[src/sv/assert_macros.svh]
// Assertion macros shared by the GPIO port RTL.
// Depends on nothing; included by files that carry concurrent assertions.
`ifndef ASSERT_MACROS_SVH
`define ASSERT_MACROS_SVH
`ifndef SYNTH
// Checked on every rising edge while reset is released.
`define ASSERT_CLK(label, clk, rst_n, prop) \
    label: assert property (@(posedge clk) disable iff (!rst_n) prop) \
        else $error("GPIO port assertion failed");
// Checked on every rising edge, reset included.
`define ASSERT_ALWAYS(label, clk, prop) \
    label: assert property (@(posedge clk) prop) \
        else $error("GPIO port assertion failed");
`else
`define ASSERT_CLK(label, clk, rst_n, prop)
`define ASSERT_ALWAYS(label, clk, prop)
`endif
`endif

[src/sv/gpl_pkg.sv]
// Shared constants, register offsets and types of the GPIO port with lock.
// Depends on nothing.
package gpl_pkg;

    localparam int NUM_PINS_DEF = 16;
    localparam int MAX_PINS     = 16;

    localparam logic [31:0] CFG_RESET   = 32'h4444_4444;
    localparam logic [3:0]  NIBBLE_MASK = 4'b1111;
    localparam int          KEY_BIT     = 16;

    localparam logic FUNC_READ  = 1'b0;
    localparam logic FUNC_WRITE = 1'b1;

    localparam logic [2:0] OFF_CFG_LO = 3'd0;
    localparam logic [2:0] OFF_CFG_HI = 3'd1;
    localparam logic [2:0] OFF_INPUT  = 3'd2;
    localparam logic [2:0] OFF_OUTPUT = 3'd3;
    localparam logic [2:0] OFF_SETRST = 3'd4;
    localparam logic [2:0] OFF_LOCK   = 3'd6;

    typedef struct packed {
        logic        func;
        logic [2:0]  reg_offset;
        logic [31:0] write_data;
        logic [15:0] pin_levels;
    } t_access;

    typedef struct packed {
        logic [31:0] read_data;
        logic [15:0] pin_drive;
        logic        port_locked;
    } t_result;

    typedef struct packed {
        logic    en;
        t_access acc;
    } t_core_req;

endpackage

[src/sv/gpl_if.sv]
// Valid/ready channel interfaces for bus access words and result words.
// Depends on nothing.
interface gpl_access_if;
    logic        valid;
    logic        ready;
    logic        func;
    logic [2:0]  reg_offset;
    logic [31:0] write_data;
    logic [15:0] pin_levels;

    modport source (output valid, func, reg_offset, write_data, pin_levels, input ready);
    modport sink   (input valid, func, reg_offset, write_data, pin_levels, output ready);
endinterface

interface gpl_result_if;
    logic        valid;
    logic        ready;
    logic [31:0] read_data;
    logic [15:0] pin_drive;
    logic        port_locked;

    modport source (output valid, read_data, pin_drive, port_locked, input ready);
    modport sink   (input valid, read_data, pin_drive, port_locked, output ready);
endinterface

[src/sv/gpl_core.sv]
// Register file of the port: configuration words, output latch and lock logic.
// Depends on gpl_pkg.
module gpl_core #(
    parameter int NUM_PINS = gpl_pkg::NUM_PINS_DEF
) (
    input  logic                i_clk,
    input  logic                i_rst_n,
    input  gpl_pkg::t_core_req  i_req,
    output gpl_pkg::t_result    o_res
);

    localparam logic [15:0] PinMask = 16'((33'd1 << NUM_PINS) - 33'd1);

    // Lock key sequence steps.
    localparam logic [2:0] LK_IDLE  = 3'd0;
    localparam logic [2:0] LK_WR1   = 3'd1;
    localparam logic [2:0] LK_WR0   = 3'd2;
    localparam logic [2:0] LK_WR1B  = 3'd3;
    localparam logic [2:0] LK_READ1 = 3'd4;

    logic [31:0] r_cfg [2];
    logic [31:0] n_cfg [2];
    logic [15:0] r_latch, n_latch;
    logic [15:0] r_lpins, n_lpins;
    logic        r_key, n_key;
    logic [2:0]  r_step, n_step;

    logic [63:0] w_frozen;
    logic [31:0] w_fz;
    logic [31:0] w_rd;
    logic [15:0] w_pins;
    logic [15:0] w_clr;
    logic        w_keybit;
    logic        w_same;

    always_comb begin
        for (int p = 0; p < gpl_pkg::MAX_PINS; p++) begin
            w_frozen[p*4 +: 4] = ((p >= NUM_PINS) || (r_key && r_lpins[p]))
                               ? gpl_pkg::NIBBLE_MASK : 4'b0000;
        end
    end

    assign w_fz     = i_req.acc.reg_offset[0] ? w_frozen[63:32] : w_frozen[31:0];
    assign w_pins   = i_req.acc.write_data[15:0] & PinMask;
    assign w_clr    = i_req.acc.write_data[31:16] & PinMask;
    assign w_keybit = i_req.acc.write_data[gpl_pkg::KEY_BIT];
    assign w_same   = (w_pins == r_lpins);

    always_comb begin
        n_cfg   = r_cfg;
        n_latch = r_latch;
        n_lpins = r_lpins;
        n_key   = r_key;
        n_step  = r_step;
        w_rd    = '0;
        if (i_req.acc.func == gpl_pkg::FUNC_WRITE) begin
            case (i_req.acc.reg_offset)
                gpl_pkg::OFF_CFG_LO, gpl_pkg::OFF_CFG_HI: begin
                    n_cfg[i_req.acc.reg_offset[0]] =
                        (r_cfg[i_req.acc.reg_offset[0]] & w_fz)
                        | (i_req.acc.write_data & ~w_fz);
                end
                gpl_pkg::OFF_OUTPUT: begin
                    n_latch = i_req.acc.write_data[15:0] & PinMask;
                end
                gpl_pkg::OFF_SETRST: begin
                    // Set wins over clear for the same pin.
                    n_latch = (r_latch & ~w_clr) | w_pins;
                end
                gpl_pkg::OFF_LOCK: begin
                    if (!r_key) begin
                        if (r_step == LK_WR1 && !w_keybit && w_same) begin
                            n_step = LK_WR0;
                        end else if (r_step == LK_WR0 && w_keybit && w_same) begin
                            n_step = LK_WR1B;
                        end else begin
                            n_step = w_keybit ? LK_WR1 : LK_IDLE;
                        end
                        n_lpins = w_pins;
                    end
                end
                default: begin
                end
            endcase
        end else begin
            case (i_req.acc.reg_offset)
                gpl_pkg::OFF_CFG_LO, gpl_pkg::OFF_CFG_HI: begin
                    w_rd = r_cfg[i_req.acc.reg_offset[0]];
                end
                gpl_pkg::OFF_INPUT: begin
                    w_rd = {16'd0, i_req.acc.pin_levels & PinMask};
                end
                gpl_pkg::OFF_OUTPUT: begin
                    w_rd = {16'd0, r_latch};
                end
                gpl_pkg::OFF_LOCK: begin
                    if (!r_key) begin
                        if (r_step == LK_WR1B) begin
                            n_step = LK_READ1;
                        end else if (r_step == LK_READ1) begin
                            n_key  = 1'b1;
                            n_step = LK_IDLE;
                        end else begin
                            n_step = LK_IDLE;
                        end
                    end
                    // The second read of the sequence already shows the key.
                    w_rd = {15'd0, n_key, r_lpins};
                end
                default: begin
                    w_rd = '0;
                end
            endcase
        end
    end

    always_ff @(posedge i_clk) begin
        if (!i_rst_n) begin
            r_cfg[0] <= gpl_pkg::CFG_RESET;
            r_cfg[1] <= gpl_pkg::CFG_RESET;
            r_latch  <= '0;
            r_lpins  <= '0;
            r_key    <= 1'b0;
            r_step   <= LK_IDLE;
        end else if (i_req.en) begin
            r_cfg[0] <= n_cfg[0];
            r_cfg[1] <= n_cfg[1];
            r_latch  <= n_latch;
            r_lpins  <= n_lpins;
            r_key    <= n_key;
            r_step   <= n_step;
        end
    end

    assign o_res.read_data   = w_rd;
    assign o_res.pin_drive   = n_latch;
    assign o_res.port_locked = n_key;

endmodule

[src/sv/gpio_port_registers_with_lock.sv]
// Top level of the GPIO port with lock: access and result channels around the core.
// Depends on gpl_pkg, gpl_if, gpl_core and assert_macros.svh.
//
// Use of the block:
// Each word on i_acc is one bus access: a read or a write of one register offset
// (configuration low and high, input data, output data, set/reset, lock), with
// the sampled pin levels travelling alongside. Each accepted word produces
// exactly one word on o_res: the read data (zero for writes and write-only or
// reserved offsets), the output latch after the access, and the lock flag.
// A word taken at one clock edge sits in the input register, is evaluated by
// the core and moves into the result register once that register is free or
// draining. The throughput is one access per cycle while the receiver does not
// stall, set by the single pass through the core's register update.
// When the receiver stalls, the result register holds its word and the input
// register still takes one more access; i_acc.ready falls only when both are
// full. Reset clears both stages and returns the port to floating inputs, a
// zero output latch and an unlocked lock register; a completed lock key
// sequence can only be undone by reset.
`include "assert_macros.svh"

module gpio_port_registers_with_lock #(
    parameter int NUM_PINS = gpl_pkg::NUM_PINS_DEF
) (
    input  logic               i_clk,
    input  logic               i_rst_n,
    gpl_access_if.sink         i_acc,
    gpl_result_if.source       o_res
);

    localparam logic [15:0] PinMask = 16'((33'd1 << NUM_PINS) - 33'd1);

    logic               r_in_valid;
    gpl_pkg::t_access   r_acc;
    logic               r_out_valid;
    gpl_pkg::t_result   r_out;

    logic               w_in_fire;
    logic               w_advance;
    gpl_pkg::t_core_req w_req;
    gpl_pkg::t_result   w_res;

    // The evaluated word moves on whenever the result register is free or draining.
    assign w_advance    = r_in_valid && (!r_out_valid || o_res.ready);
    assign i_acc.ready  = !r_in_valid || !r_out_valid || o_res.ready;
    assign w_in_fire    = i_acc.valid && i_acc.ready;

    always_ff @(posedge i_clk) begin
        if (!i_rst_n) begin
            r_in_valid <= 1'b0;
        end else if (w_in_fire) begin
            r_in_valid <= 1'b1;
        end else if (w_advance) begin
            r_in_valid <= 1'b0;
        end
    end

    always_ff @(posedge i_clk) begin
        if (w_in_fire) begin
            r_acc.func       <= i_acc.func;
            r_acc.reg_offset <= i_acc.reg_offset;
            r_acc.write_data <= i_acc.write_data;
            r_acc.pin_levels <= i_acc.pin_levels;
        end
    end

    // The core commits its state only when the word leaves the input register.
    assign w_req.en  = w_advance;
    assign w_req.acc = r_acc;

    gpl_core #(
        .NUM_PINS (NUM_PINS)
    ) u_core (
        .i_clk   (i_clk),
        .i_rst_n (i_rst_n),
        .i_req   (w_req),
        .o_res   (w_res)
    );

    always_ff @(posedge i_clk) begin
        if (!i_rst_n) begin
            r_out_valid <= 1'b0;
        end else if (w_advance) begin
            r_out_valid <= 1'b1;
        end else if (o_res.ready) begin
            r_out_valid <= 1'b0;
        end
    end

    always_ff @(posedge i_clk) begin
        if (w_advance) begin
            r_out <= w_res;
        end
    end

    assign o_res.valid       = r_out_valid;
    assign o_res.read_data   = r_out.read_data;
    assign o_res.pin_drive   = r_out.pin_drive;
    assign o_res.port_locked = r_out.port_locked;

    // Once a locked result has been produced, later results stay locked.
    `ASSERT_CLK(a_lock_sticky, i_clk, i_rst_n,
        (r_out_valid && r_out.port_locked) |=> (!r_out_valid || r_out.port_locked))
    // Writes never return read data.
    `ASSERT_CLK(a_write_reads_zero, i_clk, i_rst_n,
        (w_advance && r_acc.func == gpl_pkg::FUNC_WRITE) |-> (w_res.read_data == 32'd0))
    // Absent pins are never driven.
    `ASSERT_CLK(a_absent_undriven, i_clk, i_rst_n,
        w_advance |-> ((w_res.pin_drive & ~PinMask) == 16'd0))
    // A word is never taken while both stages are full and the receiver stalls.
    `ASSERT_CLK(a_no_overrun, i_clk, i_rst_n,
        (r_in_valid && r_out_valid && !o_res.ready) |-> !w_in_fire)

endmodule

[src/flat_wrapper.sv]
// flat-port wrapper written by rule: the top's interface ports become plain ports
module gpio_port_registers_with_lock_flat 
#(
    parameter int NUM_PINS = gpl_pkg::NUM_PINS_DEF
)
  (i_clk, i_rst_n, i_acc_valid, i_acc_func, i_acc_reg_offset, i_acc_write_data, i_acc_pin_levels, i_acc_ready, o_res_valid, o_res_read_data, o_res_pin_drive, o_res_port_locked, o_res_ready);
  gpl_access_if i_acc_i ();
  gpl_result_if o_res_i ();
  input  logic i_clk;
  input  logic i_rst_n;
  input wire logic [$bits(i_acc_i.valid)-1:0] i_acc_valid;
  input wire logic [$bits(i_acc_i.func)-1:0] i_acc_func;
  input wire logic [$bits(i_acc_i.reg_offset)-1:0] i_acc_reg_offset;
  input wire logic [$bits(i_acc_i.write_data)-1:0] i_acc_write_data;
  input wire logic [$bits(i_acc_i.pin_levels)-1:0] i_acc_pin_levels;
  output wire logic [$bits(i_acc_i.ready)-1:0] i_acc_ready;
  output wire logic [$bits(o_res_i.valid)-1:0] o_res_valid;
  output wire logic [$bits(o_res_i.read_data)-1:0] o_res_read_data;
  output wire logic [$bits(o_res_i.pin_drive)-1:0] o_res_pin_drive;
  output wire logic [$bits(o_res_i.port_locked)-1:0] o_res_port_locked;
  input wire logic [$bits(o_res_i.ready)-1:0] o_res_ready;
  assign i_acc_i.valid = i_acc_valid;
  assign i_acc_i.func = i_acc_func;
  assign i_acc_i.reg_offset = i_acc_reg_offset;
  assign i_acc_i.write_data = i_acc_write_data;
  assign i_acc_i.pin_levels = i_acc_pin_levels;
  assign i_acc_ready = i_acc_i.ready;
  assign o_res_valid = o_res_i.valid;
  assign o_res_read_data = o_res_i.read_data;
  assign o_res_pin_drive = o_res_i.pin_drive;
  assign o_res_port_locked = o_res_i.port_locked;
  assign o_res_i.ready = o_res_ready;
  gpio_port_registers_with_lock #(.NUM_PINS(NUM_PINS)) u_core (.i_clk(i_clk), .i_rst_n(i_rst_n), .i_acc(i_acc_i), .o_res(o_res_i));
endmodule
[config.mk]
export PLATFORM = sky130hd
export DESIGN_NAME = gpio_port_registers_with_lock_flat
export DESIGN_NICKNAME = d
export VERILOG_FILES = /design/src/sv/gpl_pkg.sv /design/src/sv/gpl_if.sv /design/src/sv/gpl_core.sv /design/src/sv/gpio_port_registers_with_lock.sv /design/src/flat_wrapper.sv
export VERILOG_INCLUDE_DIRS = /design/src /design/src/sv
export SDC_FILE = /design/constraint.sdc
export NUM_CORES = 1
export LEC_CHECK = 0
export ABC_AREA = 1
export BUFFER_PORTS_ARGS = -buffer_cell sky130_fd_sc_hd__buf_2
export CORE_UTILIZATION = 53
export DETAILED_ROUTE_END_ITERATION = 16
export PLACE_DENSITY_LB_ADDON = 0.05
export SLEW_MARGIN = 20
export SYNTH_ARGS = -nofsm -noshare
export SYNTH_HDL_FRONTEND = slang
export SYNTH_HIERARCHICAL = 1
export SYNTH_SLANG_ARGS = --single-unit
[constraint.sdc]
create_clock -name i_clk -period 5.1 [get_ports i_clk]
set_clock_uncertainty 0.15 [all_clocks]
set_input_delay 1.02 -clock i_clk [delete_from_list [all_inputs] [get_ports i_clk]]
set_output_delay 1.02 -clock i_clk [all_outputs]
set_load 0.05 [all_outputs]
==> run metrics, run 1 <==
GRT Resource Usage Total=0.265; PD cells=roughly 380 mW/mm²; most common cell in the netlist=inv_1; CTS Buf Count=22; synth-to-layout area growth=16.7%; Vias/cell=between 5 and 6; Synth top cells by count=inv_1 (201), nand2_1 (135), o21ai_0 (131); # rows=between 40 and 50; TritonCTS clock tree=built; Post-Synth Simple-Gate Area=0.118; width of the die=132 µm; crit-path cells=buf_2 > inv_1 > nand3_2 > buf_2; cell area after synthesis=between 0.008 and 0.009 mm²; fmax=351 MHz; Final period util=0.558; Via Count=7105; minimum clock period=2.85 ns; number of diodes=0; Worst-Margin Slew=around 0.95 ns; slowest stage delay, CP=0.24 ns; Post-CTS Resized=0; initial antenna violation count=0; count of buffer and inverter cells on the critical path=3; share of cells above drive strength 1=0.158; max_slew headroom=0.369; vias in the first global route=6323; synth warn=6; mux cell area share after synthesis=0.00897; syn avg cell area=8.65 µm²; largest family of logic cells by synthesized area=compound AO/OA/AOI/OAI gates; Clock Power Share=0.462; global-route wire length before repair=35.5 mm; WL final=22.8 mm; Max Cap Viol=0; largest net degree at the start of global routing=65; CP endpoint kind=primary output; CP required=3.93 ns; post-synth top area cell=edfxtp_1; Switch Pwr=roughly 0.0009 W; worst vdd ir=between 0.0002 and 0.0003 V; Seq/Total Area, Yosys=0.568; worst skew pair latency=0.50 ns; FILL cells=1457; DRT Pass-1 Iters=5; hold_ws=0.322 ns; CP top delay family=buffers and inverters; Netlist cell types=30; met1 Track Usage GR=0.398; I/O Buffers=106; Area contributors post-synth=edfxtp_1 (34%), dfxtp_1 (23%), inv_1 (8.5%); Synth Area in Compound Gates=0.192; Leak=4.52 nW; core area=about 0.017 mm²; P_int=0.00304 W; Worst path most repeated cell=buf_2; die height=132 µm; crit-path max FO=4; Antenna Violating Nets Remaining=0; buffer depth of the longest clock path=3; switching share of power=0.229; synthesized flop and latch total=203; grt total ovfl=0; Synth Flop Type=dfxtp_1; met2 usage=0.397; Slowest-stage cell, CP=buf_2; DRC viols=0; critical path type=in2out; crit start category=input pin; Die Area=0.0174 mm²; Hold Vio Cnt, Final=0; Logic pwr share=0.074; Hold-fix buffers, CTS=0; H-tree Lvls=1; top-area cell type share of the netlist area=0.340; number of synthesized flops with an enable pin=101; status=finished clean; Critical Path AT=around 1.7 ns; Detailed Place HPWL=15.7 mm; TNS Setup=0 ns; instance count of the mapped netlist=around 1000; Final Max Slew Viols=0; final setup violation count=0; global route hottest layer=met1; Root Driver=clkbuf_16; Post-Synth Adder-Cell Area=0; worst min-delay path class=reg2reg; Global Route met3 Usage=0.0327; unrepaired setup endpoints after global routing=false; Clock Pin Slew Worst Setup and Hold Paths=roughly 0.06 ns; syn nets=1088; asr flop ratio synth=0; IO Pins=107; gp weighted congestion=0.899; fin nets=1176; Post-CTS Setup Inserts=0; TritonCTS Sinks=around 200; Initial Utilization=0.540; xor/xnor share of the synthesized area=0; drt wl/cell=roughly 17 µm; Flop pwr share=0.463; initial DRC count=664
==> power groups by stage <==
stage | Clock [W] | Combinational (W) | Sequential [W]
global placement | 0 | 0.000290 | 0.00186
finish | 0.00183 | 0.000294 | 0.00183
detailed placement | 0 | 0.000292 | 0.00186
global route | 0.00193 | 0.000320 | 0.00183
floorplan | 0 | 0.000148 | 0.00191
CTS | 0.00185 | 0.000293 | 0.00183
==> final timing paths <==
check                            end  slack (ns)  cells after the start                    start
max                      i_acc_ready        2.25                      4              o_res_ready
min          u_core/u_core/r_cfg[22]        0.32                      2  u_core/u_core/r_cfg[22]
max reg2reg   u_core/u_core/r_cfg[3]        2.35                      4         u_core/r_acc[48]
min reg2reg  u_core/u_core/r_cfg[22]        0.32                      2  u_core/u_core/r_cfg[22]
==> sequential cells by signal, indices dropped and copies added (netlist names), 3 cells and up <==
name	count
u_core/u_core/r_cfg	64
u_core/r_acc	52
u_core/o_res.read_data	32
u_core/o_res.pin_drive	16
u_core/u_core/r_latch	16
u_core/u_core/r_lpins	16
u_core/u_core/r_step	3
==> stage by stage <==
stage / worst slack [ns] / cell area [µm²] / total power [W] / instances / utilization
final: 2.25 / 10400 / 0.00395 / 1356 / 0.631
after global routing: 2.13 / 10400 / 0.00409 / 1356 / 0.631
after CTS: 2.26 / 10400 / 0.00398 / 1356 / 0.631
after detailed placement: 2.03 / 9580 / 0.00216 / 1316 / 0.580
after global placement: 2.09 / 9580 / 0.00215 / 1316 / 0.580
after floorplan: 0.746 / 8930 / 0.00205 / 1032 / -
==> per-layer routing <==
metal | share of wire | wire length (µm)
met5 | 0 | 0
met1 | 0.47 | 10700
met3 | 0.069 | 1570
met2 | 0.43 | 9850
met4 | 0.030 | 677
==> placed cells by master, fill, tap and decap left out, types with 2 or more instances in the layout <==
cell,instances
inv_1,200
o21ai_2,10
buf_2,106
clkinv_1,2
nand3_4,3
nand4_1,2
o21ai_0,131
edfxtp_1,101
inv_2,2
nor2_4,2
nand2_2,2
nor2_1,96
a211oi_1,14
nand2_1,135
o22ai_1,20
clkinv_2,4
clkbuf_16,23
buf_4,7
clkbuf_1,2
a21oi_1,111
o21ai_1,27
mux2i_1,8
a21oi_2,4
bufinv_16,7
dfxtp_1,102
nand3_1,3
inv_4,2
nand4_4,2
==> area by class of cell <==
| class | count | area [µm²] | area share |
|---|---|---|---|
| inverter | 204 | 771 | 0.0740 |
| timing repair buffer | 113 | 583 | 0.0560 |
| tap | 220 | 275 | 0.0264 |
| clock inverter | 14 | 245 | 0.0235 |
| multi-input combinational | 576 | 2870 | 0.276 |
| sequential | 203 | 5070 | 0.487 |
| clock buffer | 26 | 597 | 0.0573 |
==> worst reg2reg max path, stage by stage, from the launching register on <==
cell and delay, ns:
edfxtp_1 0.81, buf_4 0.40, nand4_4 0.74, o21ai_0 0.48
inv_1 0.07
==> cells by family (layout without fill, tap and decap cells) <==
family / after synthesis / after routing
compound gates: 320 / 320
simple gates: 248 / 248
mux: 8 / 8
flops: 203 / 203
buf+inv: 253 / 357
Power figures use the tool's default switching activity.
==> inputs of run 2 (changes only) <==
Clock period 5.1 ns to 2.4 ns, I/O delays scaled along.
==> run 2 against run 1 <==
Non-clock buffer count rose by 65. Sequential cell count unchanged. Worst hold slack got worse by 0.18 ns. First-iteration DRC count grew 2.4%. Critical endpoint is now u_core/u_core/r_cfg[41]. Count of clock-buffer cells in the layout grew 5. Largest power group unchanged. Clock power up 90%. Sequential share of layout area decreased by 2.7 points. Cell area up 5.8%.
==> run metrics, run 2 (same netlist as run 1, synthesis figures left out) <==
Worst path most repeated cell=o21ai_0; Worst-Margin Slew=0.686 ns (-0.261 ns); Largest Register=u_core/u_core/r_cfg; worst min-delay path class=in2reg; synth-to-layout area growth=23.5%; worst skew pair latency=0.51 ns (about the same); Critical Path AT=2.31 ns (+0.63 ns); # rows=47 (unchanged); final instance area=0.0110 mm² (+5.8%); number of diodes=0 (unchanged); H-tree Lvls=1 (unchanged); DRT Pass-1 Iters=5 (unchanged); grt total ovfl=0 (unchanged); Placed Area=0.00977 mm² (+2.0%); GRT Resource Usage Total=0.277 (+0.0112); width of the die=132 µm (unchanged); Root Driver=clkbuf_16; WL final=23.8 mm (+4.7%); DRC viols=0 (unchanged); status=finished clean; worst vdd ir=0.000643 V (+140%); initial DRC count=680 (+2.4%); vias in the first global route=6894 (+9.0%); Final period util=0.860; gp weighted congestion=0.908 (+0.97%); final setup violation count=0 (unchanged); Antenna Violating Nets Remaining=0 (unchanged); placed insts=1329 (+0.99%); core area=0.0165 mm² (unchanged); Vias/cell=5.20 (-0.82%); fin nets=1242 (+5.6%); I/O Buffers=106 (unchanged); die height=132 µm (unchanged); TritonCTS clock tree=built; Max Cap Viol=0 (unchanged); minimum clock period=2.06 ns; most common cell after layout, fill and taps aside=inv_1; Clock Pin Slew Worst Setup and Hold Paths=0.06 ns (about the same); Detailed Place HPWL=15.6 mm (-1.0%); CP endpoint kind=flip-flop; crit-path cells=buf_12 > o21ai_0 > a21oi_2 > o21ai_0 > o21ai_0 > inv_1; most frequent cells in the layout=inv_1 (200), nand2_1 (134), o21ai_0 (131); Die Area=0.0174 mm² (unchanged); critical path type=reg2reg; unrepaired setup endpoints after global routing=false; Leak=4.78 nW (+5.8%); buffer depth of the longest clock path=3 (unchanged); IO Pins=107 (unchanged); crit-path max FO=68 (+64); largest net degree at the start of global routing=69 (+6.2%); fmax=484 MHz; share of cells above drive strength 1=0.159 (+0.000319); initial antenna violation count=0 (unchanged); crit start category=flip-flop; Initial Utilization=0.540 (unchanged); drt wl/cell=16.8 µm (-0.23%); CTS Buf Count=23 (+4.5%); global-route wire length before repair=37.1 mm (+4.7%); slowest stage delay, CP=0.51 ns (+0.27 ns); max_slew headroom=0.542 (+0.174); Hold Vio Cnt, Final=0 (unchanged); Final Max Slew Viols=0 (unchanged); CP required=2.64 ns (-1.29 ns); PD cells=733 mW/mm² (+93%); Post-CTS Resized=0 (unchanged); Cell Count, Final, Fillers Out=1423 (+4.9%); overall power=0.00809 W (+100%); Via Count=7395 (+4.1%); TritonCTS Sinks=203 (unchanged); Slowest-stage cell, CP=edfxtp_1; max FFs per register=64 (unchanged)
run 2: stage by stage:
step / setup slack [ns] / setup TNS, ns / hold WS (ns) / utilization
after global placement: 0.337 / 0 / 0.300 / 0.591
after CTS: 0.366 / 0 / 0.127 / 0.667
final: 0.336 / 0 / 0.143 / 0.667
after global routing: 0.168 / 0 / 0.158 / 0.667
after floorplan: -0.200 / -17.37 / 0.292 / -
after detailed placement: 0.301 / 0 / 0.308 / 0.591
run 2: layout make-up:
cell class                 instances  area [µm²]
tap                              220         275
multi-input combinational        576        2880
sequential                       203        5080
clock inverter                    11         134
timing repair buffer             178        1290
clock buffer                      31         606
inverter                         204         771
fill                            1396        5500
run 2: final timing paths:
| check | start | endpoint | slack, ns | cells after the start |
|---|---|---|---|---|
| min | i_acc_valid | u_core/r_in_valid | 0.14 | 3 |
| min reg2reg | u_core/u_core/r_cfg[38] | u_core/u_core/r_cfg[38] | 0.32 | 2 |
| max | u_core/r_acc[48] | u_core/u_core/r_cfg[41] | 0.34 | 6 |
| max reg2reg | u_core/r_acc[48] | u_core/u_core/r_cfg[41] | 0.34 | 6 |
run 2: layer usage:
metal	vias to the layer above	global-route usage	wire, µm
li1	3672	-	-
met1	3389	0.390	10600
met2	279	0.430	10700
met3	55	0.0354	1560
met4	0	0.119	977
met5	-	0	0
run 2: worst max-delay path: cells and delay by family, from the launching register on:
kind	cells	cell delay, ns
AOI/OAI and AO/OA	4	0.87
buffers and inverters	2	0.41
DFF	1	0.51
run 2: timing repair:
| item | CTS | global route |
|---|---|---|
| hold buffers | 52 | 0 |
| buffers inserted | 0 | 0 |
| endpoints found under the hold margin | 52 | 0 |
run 2: report_power, final:
part	internal [W]	switching [W]
clock	0.00209	0.00138
sequential	0.00379	0.000103
combinational	0.000237	0.000483
